**src/rtl/core/cwc_pkg.sv**
```systemverilog
// ---------------------------------------------------------------------------
// Congestion window controller package
// Item types, codes, register indexes and shared helpers.
// ---------------------------------------------------------------------------
package cwc_pkg;

   localparam int CSR_INDEX_W = 2;
   localparam int CSR_DATA_W  = 32;

   localparam logic [CSR_INDEX_W-1:0] CSR_PEER_WINDOW = 2'd0;
   localparam logic [CSR_INDEX_W-1:0] CSR_THRESHOLD   = 2'd1;
   localparam logic [CSR_INDEX_W-1:0] CSR_TIMEOUT     = 2'd2;

   localparam logic CMD_ACK     = 1'b0;
   localparam logic CMD_TIMEOUT = 1'b1;

   localparam logic [15:0] CWND_MAX          = 16'hFFFF;
   localparam logic [1:0]  DUP_LIMIT         = 2'd3;
   localparam logic [15:0] PEER_WINDOW_RESET = 16'd1;
   localparam logic [15:0] THRESHOLD_RESET   = 16'd43;
   localparam logic [31:0] TIMEOUT_RESET     = 32'd2000000;

   typedef enum logic [1:0] {
      PHASE_SLOW_START = 2'd0,
      PHASE_AVOIDANCE  = 2'd1,
      PHASE_RECOVERY   = 2'd2
   } cwc_phase_type;

   typedef struct packed {
      logic        command;
      logic [31:0] ack_number;
      logic        sample_valid;
      logic [31:0] rtt_sample;
   } cwc_req_type;

   typedef struct packed {
      logic [15:0] cwnd_segments;
      logic [15:0] threshold;
      logic [1:0]  control_state;
      logic [31:0] window_base;
      logic        retransmit;
      logic [39:0] timeout_us;
   } cwc_rsp_type;

   typedef struct packed {
      logic new_ack;
      logic retransmit;
   } cwc_event_type;

   function automatic logic [15:0] sat_window(input logic [16:0] value);
      return value[16] ? CWND_MAX : value[15:0];
   endfunction

endpackage

```
**src/rtl/core/congestion_window_controller.sv**
```systemverilog
// ---------------------------------------------------------------------------
// Congestion window controller
// Reno style sender window control with RTT based retransmit timeout.
// ---------------------------------------------------------------------------
// Each item passes the input register, then the result register; a held result
// keeps it in the input register and stalls the request side.
// Throughput: one item per cycle while the result side does not stall.
// Reset (synchronous): cwnd 1, ssthresh 43, slow start, base 0,
// timeout 2000000 us, peer window 1; pipeline empty.
// ---------------------------------------------------------------------------
module congestion_window_controller (
   input  logic                             clock,
   input  logic                             reset,
   input  logic                             req_valid,
   output logic                             req_stall,
   input  cwc_pkg::cwc_req_type             req_item,
   output logic                             rsp_valid,
   input  logic                             rsp_stall,
   output cwc_pkg::cwc_rsp_type             rsp_item,
   input  logic                             csr_write,
   input  logic [cwc_pkg::CSR_INDEX_W-1:0]  csr_index,
   input  logic [cwc_pkg::CSR_DATA_W-1:0]   csr_data
);
   import cwc_pkg::*;

   cwc_req_type   req_ff;
   logic          req_valid_ff;
   cwc_rsp_type   rsp_ff;
   cwc_rsp_type   rsp_in;
   logic          rsp_valid_ff;
   logic [15:0]   peer_window_ff;

   logic          advance;
   logic          req_fire;
   logic          threshold_we;
   logic          timeout_we;
   cwc_event_type evt;
   logic [15:0]   cwnd_in;
   logic [15:0]   ssthresh_in;
   logic [1:0]    phase_in;
   logic [31:0]   base_in;
   logic [39:0]   rto_in;

   assign advance   = req_valid_ff & (~rsp_valid_ff | ~rsp_stall);
   assign req_stall = req_valid_ff & ~advance;
   assign req_fire  = req_valid & ~req_stall;
   assign rsp_valid = rsp_valid_ff;
   assign rsp_item  = rsp_ff;

   always_comb begin
      threshold_we = 1'b0;
      timeout_we   = 1'b0;
      case (csr_index)
         CSR_THRESHOLD: threshold_we = csr_write;
         CSR_TIMEOUT:   timeout_we   = csr_write;
         default:       threshold_we = 1'b0;
      endcase
   end

   always_ff @(posedge clock) begin
      if (reset) begin
         peer_window_ff <= PEER_WINDOW_RESET;
      end else if (csr_write && csr_index == CSR_PEER_WINDOW) begin
         peer_window_ff <= csr_data[15:0];
      end
   end

   cwc_window u_window (
      .clock          (clock),
      .reset          (reset),
      .update         (advance),
      .item           (req_ff),
      .peer_window    (peer_window_ff),
      .threshold_we   (threshold_we),
      .threshold_data (csr_data[15:0]),
      .cwnd_in        (cwnd_in),
      .ssthresh_in    (ssthresh_in),
      .phase_in       (phase_in),
      .base_in        (base_in),
      .evt            (evt)
   );

   cwc_rtt u_rtt (
      .clock        (clock),
      .reset        (reset),
      .update       (advance),
      .evt          (evt),
      .sample_valid (req_ff.sample_valid),
      .rtt_sample   (req_ff.rtt_sample),
      .timeout_we   (timeout_we),
      .timeout_data (csr_data),
      .rto_in       (rto_in)
   );

   always_comb begin
      rsp_in.cwnd_segments = cwnd_in;
      rsp_in.threshold     = ssthresh_in;
      rsp_in.control_state = phase_in;
      rsp_in.window_base   = base_in;
      rsp_in.retransmit    = evt.retransmit;
      rsp_in.timeout_us    = rto_in;
   end

   always_ff @(posedge clock) begin
      if (reset) begin
         req_valid_ff <= 1'b0;
         rsp_valid_ff <= 1'b0;
      end else begin
         req_valid_ff <= req_fire | req_stall;
         if (advance) begin
            rsp_valid_ff <= 1'b1;
         end else if (!rsp_stall) begin
            rsp_valid_ff <= 1'b0;
         end
      end
   end

   always_ff @(posedge clock) begin
      if (req_fire) begin
         req_ff <= req_item;
      end
      if (advance) begin
         rsp_ff <= rsp_in;
      end
   end

endmodule

```
**src/rtl/core/cwc_window.sv**
```systemverilog
// ---------------------------------------------------------------------------
// Congestion window state
// Window base, cwnd, ssthresh, phase and duplicate-ack count; next values
// are produced combinationally and committed when an item moves on.
// ---------------------------------------------------------------------------
module cwc_window (
   input  logic                 clock,
   input  logic                 reset,
   input  logic                 update,
   input  cwc_pkg::cwc_req_type item,
   input  logic [15:0]          peer_window,
   input  logic                 threshold_we,
   input  logic [15:0]          threshold_data,
   output logic [15:0]          cwnd_in,
   output logic [15:0]          ssthresh_in,
   output logic [1:0]           phase_in,
   output logic [31:0]          base_in,
   output cwc_pkg::cwc_event_type evt
);
   import cwc_pkg::*;

   logic [15:0] cwnd_ff;
   logic [15:0] ssthresh_ff;
   logic [1:0]  phase_ff;
   logic [31:0] base_ff;
   logic [1:0]  dup_ff;
   logic [1:0]  dup_in;

   logic        dup_ack;
   logic [16:0] cap;
   logic [16:0] inc;
   logic [15:0] half;

   assign dup_ack = (item.ack_number == (base_ff - 32'd1));
   assign cap     = {peer_window, 1'b0};
   assign inc     = (cap < {1'b0, cwnd_ff}) ? cap : {1'b0, cwnd_ff};
   assign half    = {1'b0, cwnd_ff[15:1]};

   always_comb begin
      cwnd_in     = cwnd_ff;
      ssthresh_in = ssthresh_ff;
      phase_in    = phase_ff;
      base_in     = base_ff;
      dup_in      = dup_ff;
      evt         = '0;
      if (item.command == CMD_TIMEOUT) begin
         phase_in       = PHASE_SLOW_START;
         ssthresh_in    = half;
         cwnd_in        = 16'd1;
         dup_in         = 2'd0;
         evt.retransmit = 1'b1;
      end else if (dup_ack) begin
         if (phase_ff == PHASE_RECOVERY) begin
            cwnd_in = sat_window({1'b0, cwnd_ff} + 17'd1);
         end else if (dup_ff != DUP_LIMIT) begin
            dup_in = dup_ff + 2'd1;
            if (dup_ff == DUP_LIMIT - 2'd1) begin
               ssthresh_in    = half;
               cwnd_in        = half + {14'd0, DUP_LIMIT};
               phase_in       = PHASE_RECOVERY;
               evt.retransmit = 1'b1;
            end
         end
      end else if (item.ack_number >= base_ff) begin
         base_in     = item.ack_number + 32'd1;
         dup_in      = 2'd0;
         evt.new_ack = 1'b1;
         case (phase_ff)
            PHASE_SLOW_START: begin
               if (cwnd_ff >= ssthresh_ff) begin
                  phase_in = PHASE_AVOIDANCE;
                  cwnd_in  = sat_window({1'b0, cwnd_ff} + 17'd1);
               end else begin
                  cwnd_in = sat_window({1'b0, cwnd_ff} + inc);
               end
            end
            PHASE_AVOIDANCE: begin
               cwnd_in = sat_window({1'b0, cwnd_ff} + 17'd1);
            end
            PHASE_RECOVERY: begin
               phase_in = PHASE_AVOIDANCE;
               cwnd_in  = (ssthresh_ff == 16'd0) ? 16'd1 : ssthresh_ff;
            end
            default: begin
               cwnd_in = cwnd_ff;
            end
         endcase
      end
   end

   always_ff @(posedge clock) begin
      if (reset) begin
         cwnd_ff     <= 16'd1;
         ssthresh_ff <= THRESHOLD_RESET;
         phase_ff    <= PHASE_SLOW_START;
         base_ff     <= 32'd0;
         dup_ff      <= 2'd0;
      end else if (update) begin
         cwnd_ff     <= cwnd_in;
         ssthresh_ff <= ssthresh_in;
         phase_ff    <= phase_in;
         base_ff     <= base_in;
         dup_ff      <= dup_in;
      end else if (threshold_we) begin
         ssthresh_ff <= threshold_data;
      end
   end

endmodule

```
**src/rtl/core/cwc_rtt.sv**
```systemverilog
// ---------------------------------------------------------------------------
// RTT estimator
// Smoothed RTT and variance (both scaled by 8) and the retransmit timeout.
// ---------------------------------------------------------------------------
module cwc_rtt (
   input  logic                   clock,
   input  logic                   reset,
   input  logic                   update,
   input  cwc_pkg::cwc_event_type evt,
   input  logic                   sample_valid,
   input  logic [31:0]            rtt_sample,
   input  logic                   timeout_we,
   input  logic [31:0]            timeout_data,
   output logic [39:0]            rto_in
);
   import cwc_pkg::*;

   logic [39:0] srtt_ff;
   logic [39:0] rttvar_ff;
   logic [39:0] rto_ff;
   logic        seen_ff;
   logic [39:0] srtt_in;
   logic [39:0] rttvar_in;
   logic        seen_in;

   logic [39:0] sample;
   logic [39:0] mean;
   logic [39:0] abs_err;
   logic        take;

   assign sample  = {8'd0, rtt_sample};
   assign mean    = {3'd0, srtt_ff[39:3]};
   assign abs_err = (sample >= mean) ? (sample - mean) : (mean - sample);
   assign take    = evt.new_ack & sample_valid;

   always_comb begin
      srtt_in   = srtt_ff;
      rttvar_in = rttvar_ff;
      seen_in   = seen_ff;
      rto_in    = rto_ff;
      if (take) begin
         if (!seen_ff) begin
            srtt_in   = {sample[36:0], 3'd0};
            rttvar_in = {sample[37:0], 2'd0};
            seen_in   = 1'b1;
         end else begin
            srtt_in   = srtt_ff - mean + sample;
            rttvar_in = rttvar_ff - {3'd0, rttvar_ff[39:3]} + abs_err;
         end
         rto_in = {3'd0, srtt_in[39:3]} + {1'd0, rttvar_in[39:1]};
      end
   end

   always_ff @(posedge clock) begin
      if (reset) begin
         srtt_ff   <= 40'd0;
         rttvar_ff <= 40'd1;
         rto_ff    <= {8'd0, TIMEOUT_RESET};
         seen_ff   <= 1'b0;
      end else if (update) begin
         srtt_ff   <= srtt_in;
         rttvar_ff <= rttvar_in;
         rto_ff    <= rto_in;
         seen_ff   <= seen_in;
      end else if (timeout_we && !seen_ff) begin
         rto_ff <= {8'd0, timeout_data};
      end
   end

endmodule

```
**config.mk**
```make
export PLATFORM = sky130hd
export DESIGN_NAME = congestion_window_controller
export DESIGN_NICKNAME = d
export VERILOG_FILES = /design/src/rtl/core/cwc_pkg.sv /design/src/rtl/core/congestion_window_controller.sv /design/src/rtl/core/cwc_window.sv /design/src/rtl/core/cwc_rtt.sv
export SDC_FILE = /design/constraint.sdc
export NUM_CORES = 2
export LEC_CHECK = 0
export BUFFER_PORTS_ARGS = -buffer_cell sky130_fd_sc_hd__buf_2
export CORE_MARGIN = 1
export CORE_UTILIZATION = 64
export DETAILED_ROUTE_END_ITERATION = 6
export HOLD_SLACK_MARGIN = 0.06
export PLACE_DENSITY = 0.84
export SYNTH_ARGS = -nofsm -noshare
export SYNTH_HDL_FRONTEND = slang
export SYNTH_HIERARCHICAL = 1
export SYNTH_SLANG_ARGS = --single-unit
```
**constraint.sdc**
```tcl
create_clock -name clock -period 25.7 [get_ports clock]
set_clock_uncertainty 0.05 [all_clocks]
set_input_delay 5.14 -clock clock [delete_from_list [all_inputs] [get_ports clock]]
set_output_delay 5.14 -clock clock [all_outputs]
set_load 0.01 [all_outputs]
```
# Word level (Yosys, flattened, before mapping)
# Cells that the tools add are included.
[word_totals]
ff_bits = 380
latchBits = 0
mem_bits_rw = 0
mem_bits_ro = 0
inputBits = 105
out_inout_bits = 109
wordCells = 124
mem_count = 0
[classes]
addsub = 13
multipliers = 0
div = 0
n_lt_le_gt_ge = 4
n_eq_ne = 10
shifts = 0
mux = 54
bitwise = 10
reduce_logical = 11
[ops]
columns = ["op", "count"]
rows = [
  ["$mux W40", 8],
  ["$mux W16", 17],
  ["$mux W32", 3],
  ["$sub A40 B37 Y40", 2],
  ["$pmux W16 S3", 1],
  ["$add A37 B39 Y40", 1],
  ["$add A40 B32 Y40", 1],
  ["$add A40 B40 Y40", 1],
  ["$sub A32 B37 Y38", 1],
  ["$sub A37 B32 Y38", 1],
  ["$ge A32 B37 Y1", 1],
  ["$add A32 B1 Y32 const B", 1],
  ["$eq A32 B32 Y1", 1],
  ["$ge A32 B32 Y1", 1],
  ["$sub A32 B1 Y32 const B", 1],
  ["$mux W2", 12],
  ["$add A16 B1 Y17 const B", 1],
  ["$add A16 B17 Y17", 1],
  ["$lt A17 B16 Y1", 1],
  ["$mux W17", 1],
  ["$add A15 B2 Y16 const B", 1],
  ["$ge A16 B16 Y1", 1],
  ["$logic_not A16 Y1", 1],
  ["$mux W1", 11],
  ["17 further kinds", 31],
]

# Longest topological paths before layout
[depth]
word_depth = 9
depth_mapped = 40
mapped_depth_nobuf = 38

# Cells and area by module
# Netlist, hierarchy kept.
[modules_own_cells]
columns = ["module", "instances", "cells_each", "area_per_inst_um2", "seq_area_each_um2"]
rows = [
  ["cwc_rtt", 1, 2451, 17503.0, 2422.3],
  ["cwc_window", 1, 1418, 9655.5, 1361.3],
  ["congestion_window_controller", 1, 255, 6023.3, 5555.3],
]

# Worst setup path before layout
# OpenSTA, ideal clock, no wires.
[synth_path]
path_kind = "input to register"
start = "in rsp_stall"
end = "reg u_rtt.rttvar_ff[20]"
setup_ns = 0.128
arrival_ns = 14.762
required_time_ns = 25.522
path_slack_ns = 10.761
path_stages = 9
n_path_buf = 3
cell_sequence = "a21boi_0 -> clkbuf_1 -> clkinv_1 -> nor2_1 -> clkbuf_1 -> clkbuf_1 -> nor2_1 -> a21oi_1 -> nor2_1"
[synth_between]
elab_chain_len = 4
[synth_lines]
columns = ["element", "line_no", "text"]
rows = [
  ["start: declaration", "congestion_window_controller.sv:18", "input logic rsp_stall,"],
  ["$not A1 Y1", "congestion_window_controller.sv:44", "assign advance = req_valid_ff & (~rsp_valid_ff | ~rsp_stall);"],
  ["$or A1 B1 Y1", "congestion_window_controller.sv:44", ""],
  ["$and A1 B1 Y1", "congestion_window_controller.sv:44", ""],
  ["$reduce_and A2 Y1 (no source line)", "--", ""],
  ["end signal: assignment", "cwc_rtt.sv:62", "rttvar_ff <= rttvar_in;"],
  ["end: declaration", "cwc_rtt.sv:19", "logic [39:0] rttvar_ff;"],
]
# No other way between the ends.
# A chain may end at the register's enable or synchronous reset.

# Worst setup path in the final report
[layout_path]
start = "in rsp_stall"
end = "out req_stall"
[layout_between]
elab_chain_len = 5
[layout_lines]
columns = ["element", "line_no", "text"]
rows = [
  ["$not A1 Y1", "congestion_window_controller.sv:44", ""],
  ["$or A1 B1 Y1", "congestion_window_controller.sv:44", ""],
  ["$and A1 B1 Y1", "congestion_window_controller.sv:44", ""],
  ["$not A1 Y1", "congestion_window_controller.sv:45", "assign req_stall = req_valid_ff & ~advance;"],
  ["$and A1 B1 Y1", "congestion_window_controller.sv:45", ""],
  ["end: declaration", "congestion_window_controller.sv:15", "output logic req_stall,"],
]
# No other way between the ends.

==> summary.txt <==
Finish
  – Filler cell count: roughly 4200
  – Share of layout cells above drive strength 1: 9.61%
  – Utilization after layout: 70.2%
  – Final instance area: ~36000 µm²
  – Area delta synth->final: 8.57%
  – Antenna Cells: 0
  – Commonest non-fill, non-tap cells in the layout: a21oi_1, nand2_1, inv_1
  – Final std cells w/o fill: 4917
  – Nets: 4656

Routing
  – Routed met3 length: 10.2 mm
  – Vias: 31300
  – WL/cell: 20.6 µm
  – Drt initial violations: 3503
  – DRT Wirelength: 101 mm
  – WL met1: around 42 mm
  – Uppermost layer routed: met4
  – Post-DRT Antenna Nets: 0
  – Drt pass-1 iters: 6
  – Number of vias per cell: approximately 6.4
  – # DRC: 0
  – Met2 wire length: 44.4 mm

Synthesis
  – Sequential area share after synthesis: 28.1%
  – Syn avg cell area: just over 8 µm²
  – Yosys warns: 6
  – Main flop type after synthesis: dfxtp_1
  – Cell count after synthesis: slightly above 4000
  – Netlist cell types: 99
  – Synth area leader: edfxtp_1
  – Top cells by area, synth: edfxtp_1, dfxtp_1, ha_1, a21oi_1, nand2_1
  – Post-Syn Area: about 33000 µm²
  – Share of the synthesized area in the top cell type: roughly 16%
  – Post-synth ARST share: 0%
  – Post-synth EDFFs: 173
  – Number of synthesized register bits: 380
  – Net count after synthesis: 4579

Critical path
  – CP delay by family, top: buffers and inverters
  – CP required: roughly 21000 ps
  – Worst-path cell chain: buf_2 -> nand3_1 -> inv_1 -> buf_2
  – Crit-path most repeated cell: buf_2
  – Worst Path Max Fanout: 3
  – Max incr delay on CP: 150 ps
  – Slowest CP cell: buf_2
  – Bufs and invs on worst path: 3
  – Arrival @ worst endpoint: between 5000 and 6000 ps
  – Crit path launch type: input pin
  – Critical path type: input pin to output pin
  – Crit. End Element: output pin

STA
  – Period minus WS final: 10840 ps
  – Setup tns final: 0 ps
  – Worst-Margin Slew: 1350 ps
  – Tcrit/Tclk final: 42.2%
  – Number of setup violations in the final report: 0
  – Final Slew Violations: 0
  – Unrepaired setup endpoints after global routing: no
  – Hold_ws: 406 ps
  – Final hold viol count: 0
  – Setup WS post-layout: 14860 ps
  – Max-slew headroom: around 10%
  – Fmax: 92.3 MHz

Global route
  – Largest net degree at the start of global routing: 95
  – First-pass GRT wire length: roughly 160 mm
  – Total Routing Usage GR: 37.4%
  – Vias in the first global route: 28800
  – Overflow after GRT: 0
  – Initial antenna violation count: 2

Pwr
  – Combinational Power Share: 36.9%
  – Switching share of power: 37.2%
  – Clk pwr share: 30.3%
  – Leak pwr: 15.1 nW
  – Power Density: 59.0 nW/µm²
  – Tot Pwr: roughly 2.1 mW
  – Int Pwr: 1.34 mW
  – Seq pwr share: 32.8%
  – Switch Pwr: 0.791 mW
  – Worst vdd ir: 0.0652 mV

Clock tree
  – Max Buffers Root-to-Sink: 3
  – Cts hold-fix bufs: 0
  – Worst-path clk slew: 60 ps
  – Sinks on Clock Net: 380
  – Clock Latency Late Sink: slightly above 600 ps
  – Clk root buf: clkbuf_16
  – Num CTS Buffers: 44
  – Post-CTS setup buffers: 0
  – H-tree levels: 2
  – TritonCTS clock tree: yes
  – CTS resizes: 0

Floorplanning
  – Initial Utilization: 64.7%
  – Core area: slightly above 50000 µm²
  – Die Y-Extent: 230 µm
  – Die ar.: between 50000 and 60000 µm²
  – Site row count: 83
  – Die width: between 200 and 250 µm
  – I/O pins: about 210

Hold path
  – HP Class: flop to flop

Job
  – Max_cap viols: 0

Place
  – DP Cell Count: slightly below 5000
  – Detailed Place HPWL: roughly 75 mm
  – I/O Buffers: 213
  – Pre-CTS setup slack: 14850 ps
  – DP Area: 34500 µm²
  – GP Congestion: slightly below 1

Status
  – Status: finished, final reports clean
==> state kept, by name (all words and copies together), names as in the netlist <==
name and flops:
u_window/dup_ff 2, u_rtt/rto_ff 40, peer_window_ff 16, req_ff 66, u_window/ssthresh_ff 16, u_window/base_ff 32
rsp_valid 1, u_rtt/srtt_ff 40, u_rtt/seen_ff 1, u_window/cwnd_ff 16, u_window/phase_ff 2, u_rtt/rttvar_ff 40
rsp_item 107, req_valid_ff 1
==> tightest hold or removal path, stage by stage (launching register included) <==
cell	delay [ps]
dfxtp_1	310
nand2_1	50
a21oi_1	50
==> worst paths after layout <==
path         cells past startpoint                              end                             from  slack [ps]
max                              4                        req_stall                        rsp_stall       14860
min                              2  u_rtt/rttvar_ff[1]$_SDFFE_PP0P_  u_rtt/rttvar_ff[1]$_SDFFE_PP0P_         410
max reg2reg                     36    u_rtt/rto_ff[38]$_SDFFE_PP0P_              req_ff[0]$_DFFE_PP_       15660
min reg2reg                      2  u_rtt/rttvar_ff[1]$_SDFFE_PP0P_  u_rtt/rttvar_ff[1]$_SDFFE_PP0P_         410
==> final cells by class <==
cell class | instances | area, µm² | share of cell area [%]
Sequential cell | 380 | 9340 | 25.9
Timing Repair Buffer | 247 | 1330 | 3.69
Multi-Input combinational cell | 3146 | 21600 | 59.9
Inverter | 382 | 1430 | 3.98
Clock buffer | 55 | 1200 | 3.34
Clock inverter | 27 | 289 | 0.802
Tap cell | 680 | 851 | 2.36
==> cells by family after synthesis <==
logic type                 share of synthesized area (%)
AOI/OAI and AO/OA                                   23.8
xor gates and xnor gates                            5.93
adders and majority gates                           14.8
buffers and inverters                               6.99
DFF                                                 28.1
muxes                                               2.62
and+or+nand+nor                                     17.7
==> cell usage after synthesis, types with 10 or more instances <==
cell type / n
nand3_1: 94
buf_2: 25
o21ai_0: 237
a211o_1: 12
a311oi_1: 16
and3_1: 32
xor2_1: 64
xnor2_1: 158
nand2b_1: 60
mux2i_1: 58
ha_1: 277
a221oi_1: 11
a22oi_1: 10
and4_1: 12
o221ai_1: 12
dfxtp_1: 207
nor2b_1: 14
or3_1: 19
nand2_1: 421
clkbuf_1: 164
nor4_1: 17
o21bai_1: 47
and2_1: 29
a21o_1: 118
nand4_1: 55
a211oi_1: 89
edfxtp_1: 173
o21ai_1: 14
a31oi_1: 49
or2_2: 11
nor3_1: 79
o211ai_1: 35
o31ai_1: 27
o21a_1: 37
or4_1: 14
mux2_2: 23
a21oi_1: 419
o31a_1: 11
buf_1: 22
fa_1: 73
inv_1: 378
nor2_1: 346
==> metal layers <==
| layer | GRT usage, % | vias up |
|---|---|---|
| met5 | 0 | - |
| met4 | 15.9 | 0 |
| met3 | 6.39 | 243 |
| met2 | 57.3 | 1645 |
| met1 | 51.9 | 14600 |
| li1 | - | 14800 |
==> power groups by stage <==
stage                     combinational, mW  clock, mW  sequential [mW]
after detailed placement              0.759          0            0.708
after global placement                0.746          0            0.708
after CTS                             0.766      0.651            0.696
final                                 0.785      0.645            0.697
after global routing                  0.859      0.674            0.700
after floorplan                       0.584          0            0.703
Power figures use the tool's default switching activity.
